## src/gtdc_pkg.sv

```systemverilog
// gtdc_pkg: shared widths, CSR index codes and pipeline types for the
// gated transition drift check. No dependencies.
`default_nettype none

package gtdc_pkg;

   localparam int HW_ELEMS   = 4;
   localparam int ELEM_W     = 16;
   localparam int COEF_W     = 16;
   localparam int DIFF_W     = ELEM_W + 1;
   localparam int PROD_W     = DIFF_W + COEF_W;
   localparam int ACC_W      = PROD_W + 2;
   localparam int TERM_W     = ACC_W + DIFF_W;
   localparam int PAIR_W     = TERM_W + 1;
   localparam int FORM_W     = PAIR_W + 1;
   localparam int LIMIT_W    = 52;
   localparam int TICK_W     = 32;
   localparam int PHASE_W    = 4;
   localparam int MASK_W     = 7;
   localparam int CSR_IDX_W  = 8;
   localparam int CSR_DATA_W = 64;

   localparam logic [PHASE_W-1:0] TOP_PHASE = PHASE_W'(7);

   typedef enum logic [CSR_IDX_W-1:0] {
      CSR_MEANS       = CSR_IDX_W'(0),
      CSR_COV_ROW0    = CSR_IDX_W'(1),
      CSR_COV_ROW1    = CSR_IDX_W'(2),
      CSR_COV_ROW2    = CSR_IDX_W'(3),
      CSR_COV_ROW3    = CSR_IDX_W'(4),
      CSR_LIMIT       = CSR_IDX_W'(5),
      CSR_MIN_ELAPSED = CSR_IDX_W'(6),
      CSR_MAX_ELAPSED = CSR_IDX_W'(7)
   } gtdc_csr_type;

   typedef logic signed [DIFF_W-1:0] diff_type;
   typedef logic signed [COEF_W-1:0] coef_type;
   typedef logic signed [TERM_W-1:0] term_type;

   typedef diff_type diff_vec_type [HW_ELEMS];
   typedef coef_type coef_vec_type [HW_ELEMS];
   typedef term_type term_vec_type [HW_ELEMS];

   // verdict bits that ride along with the datapath
   typedef struct packed {
      logic force_ok;     // reset move, allowed without further checks
      logic check_drift;  // phase and time passed, drift form decides
   } gtdc_flag_type;

   // per-stage load enables, stage 2 through output stage 6
   typedef struct packed {
      logic en2;
      logic en3;
      logic en4;
      logic en5;
      logic en6;
   } gtdc_adv_type;

endpackage

`default_nettype wire

```

## src/gtdc_gate.sv

```systemverilog
// gtdc_gate: phase sequencing and elapsed-time window check.
// Depends on gtdc_pkg.
`default_nettype none

module gtdc_gate
   import gtdc_pkg::*;
(
   input  wire logic [PHASE_W-1:0] from_state,
   input  wire logic [PHASE_W-1:0] to_state,
   input  wire logic [MASK_W-1:0]  prereq_mask,
   input  wire logic [TICK_W-1:0]  elapsed_ticks,
   input  wire logic [TICK_W-1:0]  min_elapsed,
   input  wire logic [TICK_W-1:0]  max_elapsed,
   output gtdc_flag_type           flags
);

   logic                    in_range;
   logic                    is_step;
   logic                    prereq_set;
   logic                    time_ok;
   logic [MASK_W:0]         mask_ext;
   logic [PHASE_W-1:0]      step_idx;
   logic [PHASE_W-2:0]      bit_sel;

   assign in_range   = (from_state <= TOP_PHASE) && (to_state <= TOP_PHASE);
   assign is_step    = (to_state == (from_state + PHASE_W'(1)));
   assign mask_ext   = {1'b0, prereq_mask};
   // to_state is 1..7 whenever this bit matters, so the index stays below 7
   assign step_idx   = to_state - PHASE_W'(1);
   assign bit_sel    = step_idx[PHASE_W-2:0];
   assign prereq_set = mask_ext[bit_sel];
   assign time_ok    = (elapsed_ticks >= min_elapsed) && (elapsed_ticks <= max_elapsed);

   always_comb begin
      flags.force_ok    = in_range && (to_state == '0);
      flags.check_drift = in_range && (to_state != '0) && is_step && prereq_set && time_ok;
   end

endmodule

`default_nettype wire

```

## config.mk

```make
export PLATFORM = sky130hd
export DESIGN_NAME = gtdc_gate
export DESIGN_NICKNAME = d
export VERILOG_FILES = /design/src/gtdc_pkg.sv /design/src/gtdc_gate.sv
export SDC_FILE = /design/constraint.sdc
export NUM_CORES = 1
export LEC_CHECK = 0
export CORE_ASPECT_RATIO = 1.25
export CORE_MARGIN = 2
export CORE_UTILIZATION = 30
export DETAILED_ROUTE_END_ITERATION = 8
export DONT_BUFFER_PORTS = 1
export PLACE_DENSITY_LB_ADDON = 0.08
export SETUP_SLACK_MARGIN = 0.15
export SLEW_MARGIN = 5
export SYNTH_ARGS = -nofsm -noshare
export SYNTH_HDL_FRONTEND = slang
export SYNTH_SLANG_ARGS = --single-unit
```

## constraint.sdc

```tcl
create_clock -name vclk -period 2.4
set_clock_uncertainty 0.05 [all_clocks]
set_input_delay 0.24 -clock vclk [all_inputs]
set_output_delay 0.24 -clock vclk [all_outputs]
set_load 0.03 [all_outputs]
```

==> flow_metrics.env <==
export IMPL_worstPathRequired_ns=2.11
export IMPL_outcome="finished, final reports clean"
export IMPL_synth_fp_nets=418
export IMPL_power_leakage_uw=0.00111
export IMPL_p_total_uw=269
export IMPL_fp_dieW_um=72.5
export IMPL_yosysSeqAreaShare_pct=0
export IMPL_regArea_um2=0
export IMPL_path_cells="inv_1, ha_1, nand4_1, or4_1, o21ai_2, o21ai_2, a2111oi_4, buf_4"
export IMPL_core_area_um2=5740
export IMPL_post_dp_hpwl_um=4140
export IMPL_antenna_found_initial=0
export IMPL_top_level_ports=113
export IMPL_rows=31
export IMPL_drt_total_wl_um=4210
export IMPL_hp_class="in -> out"
export IMPL_p_int_uw=132
export IMPL_finalCriticalPeriod_ns=2.23
export IMPL_syn_avg_cell_area_um2=7.30
export IMPL_syn_area_um2=1760
export IMPL_ant_nets=0
export IMPL_drc=0
export IMPL_drt_first_pass_iters=4
export IMPL_yosys_area_share_adder_pct=46.9
export IMPL_slew_headroom_pct=69.9
export IMPL_placement_io_buffers=0
export IMPL_die_h_um=89.6
export IMPL_hold_viol_final=0
export IMPL_fin_nets=422
export IMPL_critPathMaxFanout=2
export IMPL_power_share_clock_pct=0
export IMPL_drive_above_1_share_pct=9.88
export IMPL_routed_via_density=5.21
export IMPL_cts_setup_buffers=0
export IMPL_cp_start_kind="input port"
export IMPL_die_area_um2=6500
export IMPL_n_clock_buffer=0
export IMPL_whs_ns=0.615
export IMPL_n_sequential_cell=0
export IMPL_syn_inst=241
export IMPL_yosys_area_share_xor_xnor_pct=1.99
export IMPL_cp_endpoint="flags[0]"
export IMPL_muxShareOfSynthArea_pct=1.92
export IMPL_maxSlewViolCount=0
export IMPL_grt_overflow=0
export IMPL_wl_per_cell_um=13.6
export IMPL_grt_max_degree=5
export IMPL_critPathLaunch="min_elapsed[5]"
export IMPL_max_cap_violations=0
export IMPL_synth_top_family_by_area="adder cells"
export IMPL_initial_utilization_pct=30.6
export IMPL_power_density_nw_per_um2=137
export IMPL_drtIter0Drc=31
export IMPL_combinationalPowerShare_pct=100.0
export IMPL_power_switching_uw=137
export IMPL_grt_pass1_vias=1611
export IMPL_synth_warnings=0
export IMPL_crit_top_cell="o21ai_2"
export IMPL_sequentialPowerShare_pct=0
export IMPL_swShare_pct=51.0
export IMPL_n_antenna_cell=0
export IMPL_setup_tns_final_ns=0
export IMPL_setup_viol=0
export IMPL_slowest_delay_ns=0.54
export IMPL_synth_compound_area_share_pct=21.1
export IMPL_end_kind="primary output"
export IMPL_max_clock_freq_mhz=448
export IMPL_yosysTopAreaCellShare_pct=46.9
export IMPL_peakVddDrop_uv=47.5
export IMPL_vias=1611
export IMPL_synth_cell_types=36
export IMPL_fin_crit_sh_pct=93.0
export IMPL_crit_type="in -> out"
export IMPL_grt_use_total_pct=12.2
export IMPL_grt_first_pass_wirelength_um=6460
export IMPL_synth_simple_area_share_pct=14.0
export IMPL_synth_largest_area_cell="ha_1"
export IMPL_arrival_ns=1.94
export IMPL_cpMaxStageDelayCell="or4_1"
export IMPL_syn_to_final_growth_pct=11.2
export IMPL_rsz0062_at_grt="true"
export IMPL_yosys_top_cells_area="ha_1 (47%), inv_1 (14%), a21oi_1 (7.1%), nand4_1 (4.3%), a21o_1 (3.8%)"
export IMPL_place_congestion=0.677
export IMPL_tightest_slew_ns=0.447
[final cells by class]
| class | count | area, um^2 |
|---|---|---|
| Fill cell | 637 | 3780 |
| Inverter | 66 | 255 |
| Multi-Input combinational cell | 175 | 1600 |
| Tap cell | 66 | 82.6 |
| Timing Repair Buffer | 2 | 15.0 |
[cell usage in the layout, fill, tap and decap left out, types with 2 or more instances in the layout]
master / count
nand2_1: 8
buf_4: 2
a21o_2: 2
nand2b_1: 2
a21oi_1: 25
nand3_1: 5
a211oi_1: 2
ha_1: 62
ha_4: 4
nand4_1: 12
inv_1: 62
xor2_1: 3
o21ai_2: 2
nor2_1: 6
inv_2: 2
a21o_1: 9
o21ai_0: 7
nor2b_1: 2
[synth_stat cells]
cell type / instances
a2111oi_2: 1
a2111oi_0: 1
o21bai_1: 1
nor3_1: 1
a211oi_1: 2
xor2_1: 3
and3_1: 1
nand4_1: 12
mux4_2: 1
or2b_2: 1
nand2_1: 8
o211ai_1: 1
a31o_2: 1
nor2_1: 6
nor4_1: 2
mux2_2: 1
a21o_1: 9
o21ai_1: 2
ha_1: 66
o31a_1: 1
nand2b_1: 2
inv_1: 66
nor4b_1: 1
o21ai_0: 8
nand3_1: 6
and4_1: 1
a221o_1: 1
a221o_2: 1
and2_1: 1
o2111ai_1: 1
a21oi_1: 25
a21o_2: 2
a311oi_1: 1
or4_1: 1
nor2b_1: 2
xnor2_1: 1
[power by group through the flow]
stage                     Combinational [uW]  Clock [uW]  Sequential [uW]
after floorplan                          214           0                0
after global placement                   274           0                0
after detailed placement                 274           0                0
after CTS                                278           0                0
after global routing                     320           0                0
final                                    269           0                0
[worst max-delay path, delay by kind of cell]
family,cells,cell delay (ns)
AND/OR/NAND/NOR,2,0.63
buffers and inverters,2,0.25
adder cells (fa/ha/maj),1,0.28
AO/OA/AOI/OAI,3,0.55
[layer usage]
layer,routed length (um),track usage (%),vias up
met3,258,2.01,2
li1,-,-,851
met2,2320,25.7,65
met5,0,0,-
met1,1600,13.0,693
met4,29,0.505,0
[per-stage QoR]
stage	instance area (um^2)	instances	utilization (%)	setup slack, ns
2_1_floorplan	1840	241	-	0.152
3_3_place_gp	1940	309	33.8	0.101
3_5_place_dp	1940	309	33.8	0.0851
4_1_cts	1950	309	34.0	0.156
5_1_grt	1960	309	34.1	0.0442
6_report	1960	309	34.1	0.168
[how the worst min path moves through the flow]
| stage | start | endpoint | slack (ns) | depth (start not counted) |
|---|---|---|---|---|
| 3_3_place_gp | to_state[2] | flags[1] | 0.61 | 2 |
| 4_1_cts | to_state[2] | flags[1] | 0.62 | 2 |
| 2_1_floorplan | from_state[3] | flags[1] | 0.54 | 1 |
| 5_1_grt | to_state[2] | flags[1] | 0.62 | 2 |
| 6_report | to_state[2] | flags[1] | 0.61 | 2 |
| 3_5_place_dp | to_state[2] | flags[1] | 0.62 | 2 |
[cell families after synthesis]
family,after synthesis
AO/OA/AOI/OAI,58
adder cells (fa/ha/maj),66
XOR/XNOR,4
AND/OR/NAND/NOR,45
buffers and inverters,66
multiplexers,2
[repair_timing]
action                     in CTS  in global routing
resized for setup               3                  2
setup endpoints to repair       1                  1
hold buffers                    0                  0
pin swaps                       2                  1
(Power assumes the default switching activity.)
