==> src/gtdc_pkg.sv <==
// gtdc_pkg: shared widths, CSR index codes and pipeline types for the
// gated transition drift check. No dependencies.
`default_nettype none

package gtdc_pkg;

   localparam int HW_ELEMS   = 4;
   localparam int ELEM_W     = 16;
   localparam int COEF_W     = 16;
   localparam int DIFF_W     = ELEM_W + 1;
   localparam int PROD_W     = DIFF_W + COEF_W;
   localparam int ACC_W      = PROD_W + 2;
   localparam int TERM_W     = ACC_W + DIFF_W;
   localparam int PAIR_W     = TERM_W + 1;
   localparam int FORM_W     = PAIR_W + 1;
   localparam int LIMIT_W    = 52;
   localparam int TICK_W     = 32;
   localparam int PHASE_W    = 4;
   localparam int MASK_W     = 7;
   localparam int CSR_IDX_W  = 8;
   localparam int CSR_DATA_W = 64;

   localparam logic [PHASE_W-1:0] TOP_PHASE = PHASE_W'(7);

   typedef enum logic [CSR_IDX_W-1:0] {
      CSR_MEANS       = CSR_IDX_W'(0),
      CSR_COV_ROW0    = CSR_IDX_W'(1),
      CSR_COV_ROW1    = CSR_IDX_W'(2),
      CSR_COV_ROW2    = CSR_IDX_W'(3),
      CSR_COV_ROW3    = CSR_IDX_W'(4),
      CSR_LIMIT       = CSR_IDX_W'(5),
      CSR_MIN_ELAPSED = CSR_IDX_W'(6),
      CSR_MAX_ELAPSED = CSR_IDX_W'(7)
   } gtdc_csr_type;

   typedef logic signed [DIFF_W-1:0] diff_type;
   typedef logic signed [COEF_W-1:0] coef_type;
   typedef logic signed [TERM_W-1:0] term_type;

   typedef diff_type diff_vec_type [HW_ELEMS];
   typedef coef_type coef_vec_type [HW_ELEMS];
   typedef term_type term_vec_type [HW_ELEMS];

   // verdict bits that ride along with the datapath
   typedef struct packed {
      logic force_ok;     // reset move, allowed without further checks
      logic check_drift;  // phase and time passed, drift form decides
   } gtdc_flag_type;

   // per-stage load enables, stage 2 through output stage 6
   typedef struct packed {
      logic en2;
      logic en3;
      logic en4;
      logic en5;
      logic en6;
   } gtdc_adv_type;

endpackage

`default_nettype wire

==> src/gtdc_merge.sv <==
// gtdc_merge: adds the lane terms in a two-level registered tree and
// compares against the squared limit. Depends on gtdc_pkg.
`default_nettype none

module gtdc_merge
   import gtdc_pkg::*;
(
   input  wire logic                clock,
   input  gtdc_adv_type             adv,
   input  term_vec_type             terms,
   input  gtdc_flag_type            flags,
   input  wire logic [LIMIT_W-1:0]  limit_sq,
   output logic                     allowed
);

   logic signed [PAIR_W-1:0] pair0_ff;
   logic signed [PAIR_W-1:0] pair1_ff;
   gtdc_flag_type            flags5_ff;
   logic signed [FORM_W-1:0] form;
   logic signed [FORM_W-1:0] limit_ext;
   logic                     allowed_in;
   logic                     allowed_ff;

   assign form       = FORM_W'(pair0_ff) + FORM_W'(pair1_ff);
   assign limit_ext  = $signed({{(FORM_W-LIMIT_W){1'b0}}, limit_sq});
   // a negative form counts as within the limit
   assign allowed_in = flags5_ff.force_ok || (flags5_ff.check_drift && !(form > limit_ext));

   always_ff @(posedge clock) begin
      if (adv.en5) begin
         pair0_ff  <= PAIR_W'(terms[0]) + PAIR_W'(terms[1]);
         pair1_ff  <= PAIR_W'(terms[2]) + PAIR_W'(terms[3]);
         flags5_ff <= flags;
      end
      if (adv.en6) begin
         allowed_ff <= allowed_in;
      end
   end

   assign allowed = allowed_ff;

endmodule

`default_nettype wire

==> config.mk <==
export PLATFORM = sky130hd
export DESIGN_NAME = gtdc_merge
export DESIGN_NICKNAME = d
export VERILOG_FILES = /design/src/gtdc_pkg.sv /design/src/gtdc_merge.sv
export SDC_FILE = /design/constraint.sdc
export NUM_CORES = 1
export LEC_CHECK = 0
export BUFFER_PORTS_ARGS = -buffer_cell sky130_fd_sc_hd__buf_2
export CORE_ASPECT_RATIO = 1.4
export CORE_MARGIN = 5
export CORE_UTILIZATION = 45
export CTS_CLUSTER_SIZE = 20
export DETAILED_ROUTE_END_ITERATION = 8
export GPL_TIMING_DRIVEN = 0
export PLACE_DENSITY = 0.68
export SYNTH_ARGS = -nofsm -noshare
export SYNTH_HDL_FRONTEND = slang
export SYNTH_SLANG_ARGS = --single-unit
==> constraint.sdc <==
create_clock -name clock -period 6.7 [get_ports clock]
set_clock_uncertainty 0.1 [all_clocks]
set_input_delay 1.005 -clock clock [delete_from_list [all_inputs] [get_ports clock]]
set_output_delay 1.005 -clock clock [all_outputs]
set_load 0.02 [all_outputs]
==> results of run 1 <==
## layout make-up
| type | count | area [µm²] |
|---|---|---|
| Inverter | 102 | 383 |
| Tap cell | 375 | 469 |
| Clock inverter | 7 | 82.6 |
| Timing Repair Buffer | 266 | 1360 |
| Buffer | 24 | 98.8 |
| Sequential cell | 109 | 3270 |
| Fill cell | 2747 | 13300 |
| Multi-Input combinational cell | 1250 | 9170 |
| Clock buffer | 9 | 225 |
## synth_stat cells (all sizes together), types with 4 or more instances
master | n | area share [%]
clkbuf | 22 | 0.64
nor3 | 13 | 0.50
o2111ai | 5 | 0.34
o21bai | 18 | 1.0
a31oi | 25 | 1.2
a31o | 4 | 0.27
and2 | 14 | 0.68
or2 | 10 | 0.48
nand2b | 29 | 1.4
o31a | 8 | 0.54
a2111oi | 6 | 0.55
xor2 | 48 | 3.3
o211ai | 11 | 0.64
edfxtp | 109 | 25
o21ai | 92 | 3.6
a21o | 82 | 4.8
nand4 | 38 | 1.8
inv | 102 | 3.0
nor2 | 85 | 2.5
a211oi | 10 | 0.58
nand3 | 33 | 1.3
a221oi | 4 | 0.27
o311ai | 4 | 0.27
o21a | 23 | 1.3
nor2b | 29 | 1.4
and3 | 13 | 0.63
nand2 | 99 | 2.9
o31ai | 11 | 0.78
nor4 | 6 | 0.29
and4 | 5 | 0.34
a211o | 5 | 0.34
o22ai | 4 | 0.19
xnor2 | 86 | 5.8
a21oi | 170 | 6.8
ha | 209 | 20
## routing by layer
metal	global-route usage (%)	share of wire [%]	vias to the layer above
met1	26.0	43	5495
met4	6.73	2.6	0
met3	2.34	4.2	47
li1	-	-	6112
met2	38.4	50	282
met5	0	0	-
## cell families after synthesis
| kind of cell | synth area share [%] |
|---|---|
| fa+ha+maj | 20.7 |
| flops | 25.3 |
| mux | 0.0774 |
| simple gates | 15.1 |
| compound gates | 26.0 |
| xor+xnor | 9.08 |
| buf+inv | 3.73 |
## flip-flops by register name, indices dropped and copies added, names as in the netlist
name       cells
flags5_ff      2
pair1_ff      53
allowed        1
pair0_ff      53
## final timing paths
path	to	slack, ps	cells after the start
setup / recovery	allowed	680	23
hold reg to reg	allowed	470	2
setup reg to reg	allowed	680	23
hold / removal	allowed	470	2
## power by group
group	total (mW)	internal [mW]	switching, mW
Combinational	2.10	0.919	1.18
Clock	0.560	0.297	0.263
Sequential	0.943	0.900	0.0422
## stage by stage
| step | area [µm²] | setup WS (ps) |
|---|---|---|
| 5_1_grt | 15100 | 106 |
| 4_1_cts | 15100 | 623 |
| 3_5_place_dp | 14800 | 676 |
| 3_3_place_gp | 14700 | 686 |
| 2_1_floorplan | 12900 | 1930 |
| 6_report | 15100 | 681 |
## worst min-delay path, stage by stage (launching register included)
cell and delay [ps]:
sky130_fd_sc_hd__edfxtp_1 340, sky130_fd_sc_hd__inv_1 50, sky130_fd_sc_hd__o2111ai_1 70
==> results.py, run 1 <==
metrics = {
    "run_status": {
        "result_of_the_run": "finished, final reports clean",
    },
    "setup_path": {
        "crit_family": "compound AO/OA/AOI/OAI gates",
        "crit_type": "flip-flop to flip-flop",
        "critical_path_arrival_ps": 6110,
        "path_max_fanout": 4,
        "reg2reg_from": "pair0_ff[0]",
        "worst_path_most_repeated_cell": "sky130_fd_sc_hd__a21oi_1",
        "worst-path-buf-inv": 0,
        "crit_path_slowest_cell": "sky130_fd_sc_hd__a2111oi_0",
        "timing.critical_path.cells": "ha_1, fa_1, a21oi_1, o21ai_0, a21oi_1, o311ai_0, a31oi_1, o21bai_1, a311o_1, o211ai_1, o21bai_1, a21oi_1, xnor2_1, ha_1, nand4_1, nor3_1, nand4_1, o22ai_1, a2111oi_0, a31oi_1, o21ai_0, nand3b_1, o2111ai_1",
        "max_stage_delay_ps": 540,
        "crit_required_ps": 6790,
        "startpoint_type": "flip-flop",
        "critical_path.startpoint": "pair0_ff[0]",
        "cp-end-kind": "flip-flop",
    },
    "routing": {
        "drt_pass1_iterations": 6,
        "iteration_0_drc_markers": 613,
        "routed_wirelength_um": 35200,
        "drt-wirelength-per-cell_um": 16.4,
        "antenna_violating_nets_left": 0,
        "drcViolationCount": 0,
        "vias": 11900,
        "detail_route.vias_per_cell": 5.57,
    },
    "yosys": {
        "mappedNetlistArea_um2": 12900,
        "yosys_register_bits": 109,
        "async_reset_ff_share_pct": 0,
        "ys_seq_area_share_pct": 25.3,
        "synth_enable_flop_cells": 109,
        "syn_avg_cell_area_um2": 8.71,
        "yosys_warnings": 0,
        "synth-main-ff-cell": "sky130_fd_sc_hd__edfxtp_1",
        "yosys.cell_types.count": 78,
        "mappedNetlistNets": 1965,
        "syn_inst": 1485,
    },
    "placement": {
        "hpwlAfterDp_um": 29900,
        "port-buffer-count": 265,
        "post-place-cells": 2126,
        "gp_congestion": 0.907,
    },
    "floorplan": {
        "count_of_standard_cell_rows": 73,
        "die_w_um": 153,
        "boundaryPins": 269,
        "design.core.area_um2": 28400,
        "start_util_pct": 45.5,
        "design.die.area_um2": 32300,
        "die_y_um": 211,
    },
    "power_and_ir_drop": {
        "power.total_mw": 3.60,
        "ir_drop_uv": 119,
        "power.density_cell_area_nw_per_um2": 239,
        "cellLeakagePower_nw": 7.04,
    },
    "cells_and_area": {
        "diodes_inserted": 0,
        "syn_to_final_growth_pct": 16.5,
        "drive_gt1_share_pct": 17.7,
        "final_core_util_pct": 53.0,
        "layout_commonest_cell": "sky130_fd_sc_hd__buf_2",
        "final_cell_mix": "sky130_fd_sc_hd__buf_2, sky130_fd_sc_hd__ha_1, sky130_fd_sc_hd__a21oi_1, sky130_fd_sc_hd__edfxtp_1, sky130_fd_sc_hd__inv_1",
        "layoutNonFillerInstCount": 2142,
        "layout_nets": 2242,
    },
    "timing": {
        "final_setup_vio_count": 0,
        "setup_tns_ps": 0,
        "final.hold.worst_slack_ps": 473,
        "timing.max_slew.rel_slack_pct": 50.6,
        "layout_worst_path_cycle_share_pct": 89.8,
        "hold_viol_final": 0,
        "setup_repair_after_global_routing_missed_its_margin": "no",
        "max_clock_freq_mhz": 166,
        "worst-slew-pin-transition_ps": 738,
        "finalWorstPathRequiredPeriod_ps": 6020,
        "final-max-slew-violation-count": 0,
    },
    "cts": {
        "numCtsBuffers": 9,
        "cts_max_level": 3,
        "tritoncts_clock_tree": "built",
        "clock_path_buffers": 2,
        "path_clk_slew_ps": 80,
        "cts_num_sinks": 109,
        "clock_latency_late_sink_ps": 360,
        "ctsRootBufferMaster": "sky130_fd_sc_hd__clkbuf_16",
        "cts_hold_repair.buffers": 0,
        "post-cts-setup-buffers": 0,
        "ctsResizeCount": 0,
    },
    "hold_path": {
        "hp-class": "flip-flop to flip-flop",
        "min-delay-start": "flags5_ff[1]",
    },
    "job": {
        "max_cap_viol": 0,
    },
    "global_routing": {
        "global_route_wire_length_before_repair_um": 56200,
        "gr-usage-all-layers_pct": 21.1,
        "grt-ovfl-total": 0,
        "grt_start_max_net_pins": 66,
        "grt_pass1_vias": 11800,
        "grt_antenna_before_repair": 0,
    },
}
(Power assumes the default switching activity.)
==> run 2: changes to the inputs <==
--- a/config.mk
+++ b/config.mk
@@ -8,11 +8,11 @@
 export BUFFER_PORTS_ARGS = -buffer_cell sky130_fd_sc_hd__buf_2
 export CORE_ASPECT_RATIO = 1.4
 export CORE_MARGIN = 5
-export CORE_UTILIZATION = 45
+export CORE_UTILIZATION = 57
 export CTS_CLUSTER_SIZE = 20
 export DETAILED_ROUTE_END_ITERATION = 8
 export GPL_TIMING_DRIVEN = 0
-export PLACE_DENSITY = 0.68
+export PLACE_DENSITY = 0.83
 export SYNTH_ARGS = -nofsm -noshare
 export SYNTH_HDL_FRONTEND = slang
 export SYNTH_SLANG_ARGS = --single-unit
==> run 2 against run 1 <==
  * Combinational power is essentially flat
  * Power shrank 0.14%
  * First-iteration DRC count is 22% higher
  * Critical path depth unchanged
  * Largest power group unchanged
==> results.py, run 2 (same netlist as run 1, synthesis figures left out) <==
metrics = {
    "setup_path": {
        "timing.reg2reg.worst_path_depth": 23,
        "worst_path_most_repeated_cell": "sky130_fd_sc_hd__a21oi_1",
        "crit_path_slowest_cell": "sky130_fd_sc_hd__a2111oi_1",
        "reg2reg_from": "pair0_ff[0]",
        "critical_path_arrival_ps": 6310,
        "cp-end-kind": "flip-flop",
        "critical_path.startpoint": "pair0_ff[0]",
        "worstReg2RegEnd": "allowed",
        "crit_type": "flip-flop to flip-flop",
        "crit_required_ps": 6770,
        "path_max_fanout": 4,
        "reg2reg_slack_ps": 460,
        "timing.critical_path.cells": "ha_1, fa_1, a21oi_1, o21ai_0, a21oi_1, o311ai_0, a31oi_1, o21bai_1, a311o_1, o211ai_1, o21bai_1, a21oi_1, xnor2_1, ha_1, nand4_1, nor3_1, nand4_1, o22ai_1, a2111oi_1, a31oi_1, o21ai_0, nand3b_1, o2111ai_1",
        "startpoint_type": "flip-flop",
        "max_stage_delay_ps": 540,
    },
    "cells_and_area": {
        "layout_commonest_cell": "sky130_fd_sc_hd__buf_2",
        "num-fill-cells": 1883,
        "final_cell_mix": "sky130_fd_sc_hd__buf_2, sky130_fd_sc_hd__ha_1, sky130_fd_sc_hd__a21oi_1, sky130_fd_sc_hd__edfxtp_1, sky130_fd_sc_hd__inv_1",
        "diodes_inserted": 0,
        "layoutNonFillerInstCount": 2068,
        "multi_input_comb_area_um2": 9180,
        "drive_gt1_share_pct": 17.8,
        "syn_to_final_growth_pct": 15.7,
        "reg.largest.list": "pair0_ff: 53 flops, pair1_ff: 53 flops, flags5_ff: 2 flops",
        "layout_nets": 2242,
        "sequential_cell_area_um2": 3270,
    },
    "cts": {
        "path_clk_slew_ps": 80,
        "tritoncts_clock_tree": "built",
        "cts_hold_repair.buffers": 0,
        "numCtsBuffers": 9,
        "cts_num_sinks": 109,
        "cts_max_level": 3,
        "clock_path_buffers": 2,
        "clock_latency_late_sink_ps": 370,
        "ctsRootBufferMaster": "sky130_fd_sc_hd__clkbuf_16",
        "post-cts-setup-buffers": 0,
    },
    "placement": {
        "port-buffer-count": 265,
        "pre_cts_ws_ps": 403,
        "post-place-cells": 2052,
        "hpwlAfterDp_um": 28400,
        "gp_congestion": 0.918,
    },
    "timing": {
        "layout_worst_path_cycle_share_pct": 93.1,
        "max_clock_freq_mhz": 160,
        "setup_tns_ps": 0,
        "post-route-worst-setup-slack_ps": 464,
        "finalWorstPathRequiredPeriod_ps": 6240,
        "setup_repair_after_global_routing_missed_its_margin": "no",
        "worst-slew-pin-transition_ps": 702,
        "timing.max_slew.rel_slack_pct": 53.0,
        "final-max-slew-violation-count": 0,
        "final_setup_vio_count": 0,
        "hold_viol_final": 0,
    },
    "floorplan": {
        "die_y_um": 188,
        "count_of_standard_cell_rows": 65,
        "design.core.area_um2": 22400,
        "boundaryPins": 269,
        "start_util_pct": 57.6,
        "design.die.area_um2": 25800,
        "die_w_um": 137,
    },
    "routing": {
        "drcViolationCount": 0,
        "drt_pass1_iterations": 8,
        "antenna_violating_nets_left": 0,
        "detail_route.vias_per_cell": 5.95,
        "vias": 12300,
        "routed_wirelength_um": 33900,
        "iteration_0_drc_markers": 748,
        "drt-wirelength-per-cell_um": 16.4,
    },
    "global_routing": {
        "grt-ovfl-total": 0,
        "grt_start_max_net_pins": 65,
        "gr-usage-all-layers_pct": 25.7,
        "global_route_wire_length_before_repair_um": 54500,
        "grt_pass1_vias": 11900,
        "grt_antenna_before_repair": 0,
    },
    "power_and_ir_drop": {
        "power.density_cell_area_nw_per_um2": 240,
        "switching_share_pct": 41.2,
        "power_frac_seq_pct": 26.2,
        "power.total_mw": 3.60,
        "clkPwrFrac_pct": 15.2,
        "cellLeakagePower_nw": 7.04,
        "switching_power_mw": 1.48,
        "internal-power_mw": 2.11,
        "combinationalPowerShare_pct": 58.6,
        "ir_drop_uv": 139,
    },
    "hold_path": {
        "hp-class": "flip-flop to flip-flop",
        "min_path_cells": 2,
        "holdPathEnd": "allowed",
        "min-delay-start": "flags5_ff[1]",
    },
    "job": {
        "max_cap_viol": 0,
    },
    "run_status": {
        "result_of_the_run": "finished, final reports clean",
    },
}
[run 2: cell count changes in the layout (fill, tap and decap cells not counted), sizes merged]
cell / previous run / this run
clkinv: 1 / 3
inv: 105 / 103
[run 2: worst max-delay path by stage]
| stage | end | slack (ps) |
|---|---|---|
| global route | allowed | 40 |
| global placement | allowed | 570 |
| finish | allowed | 460 |
| floorplan | allowed | 1930 |
| detailed placement | allowed | 400 |
| CTS | allowed | 370 |
[run 2: final cells by class]
cell class | count | area share, %
timing repair buffer | 266 | 9.06
inverter | 102 | 2.56
tap | 301 | 2.52
clock buffer | 9 | 1.51
multi-input combinational | 1250 | 61.3
clock inverter | 7 | 0.502
sequential | 109 | 21.9
buffer | 24 | 0.661
[run 2: per-stage QoR]
step / util, % / hold slack (ps) / cell area [µm²]
floorplan: - / 393 / 12900
global placement: 65.2 / 476 / 14600
detailed placement: 65.3 / 503 / 14700
CTS: 66.7 / 516 / 15000
global route: 66.7 / 539 / 15000
finish: 66.7 / 515 / 15000
[run 2: worst max-delay path, delay by kind of cell, from the launching register on]
family,cells,cell delay [ps]
and+or+nand+nor,4,470
AOI/OAI and AO/OA,15,3990
DFF,1,380
xor gates and xnor gates,1,170
adders and majority gates,3,940
[run 2: metal layers]
metal	track usage (%)	vias to the layer above	routed length [µm]
met5	0	-	0
met4	9.22	0	1150
met3	2.75	80	1750
met2	45.5	425	17000
met1	32.1	5688	14000
li1	-	6117	-
[run 2: repair_timing]
action / in CTS / in global routing
setup endpoints to repair: 0 / 1
resized for setup: 0 / 1
endpoints found under the hold margin: 0 / 0
[run 2: power groups by stage]
stage               clock network (mW)  logic, mW  registers (mW)
finish                           0.547       2.11           0.941
global route                     0.584       2.37           0.951
CTS                              0.558       2.09           0.943
detailed placement                   0       2.07           0.958
global placement                     0       2.01           0.957
floorplan                            0       1.56           0.941
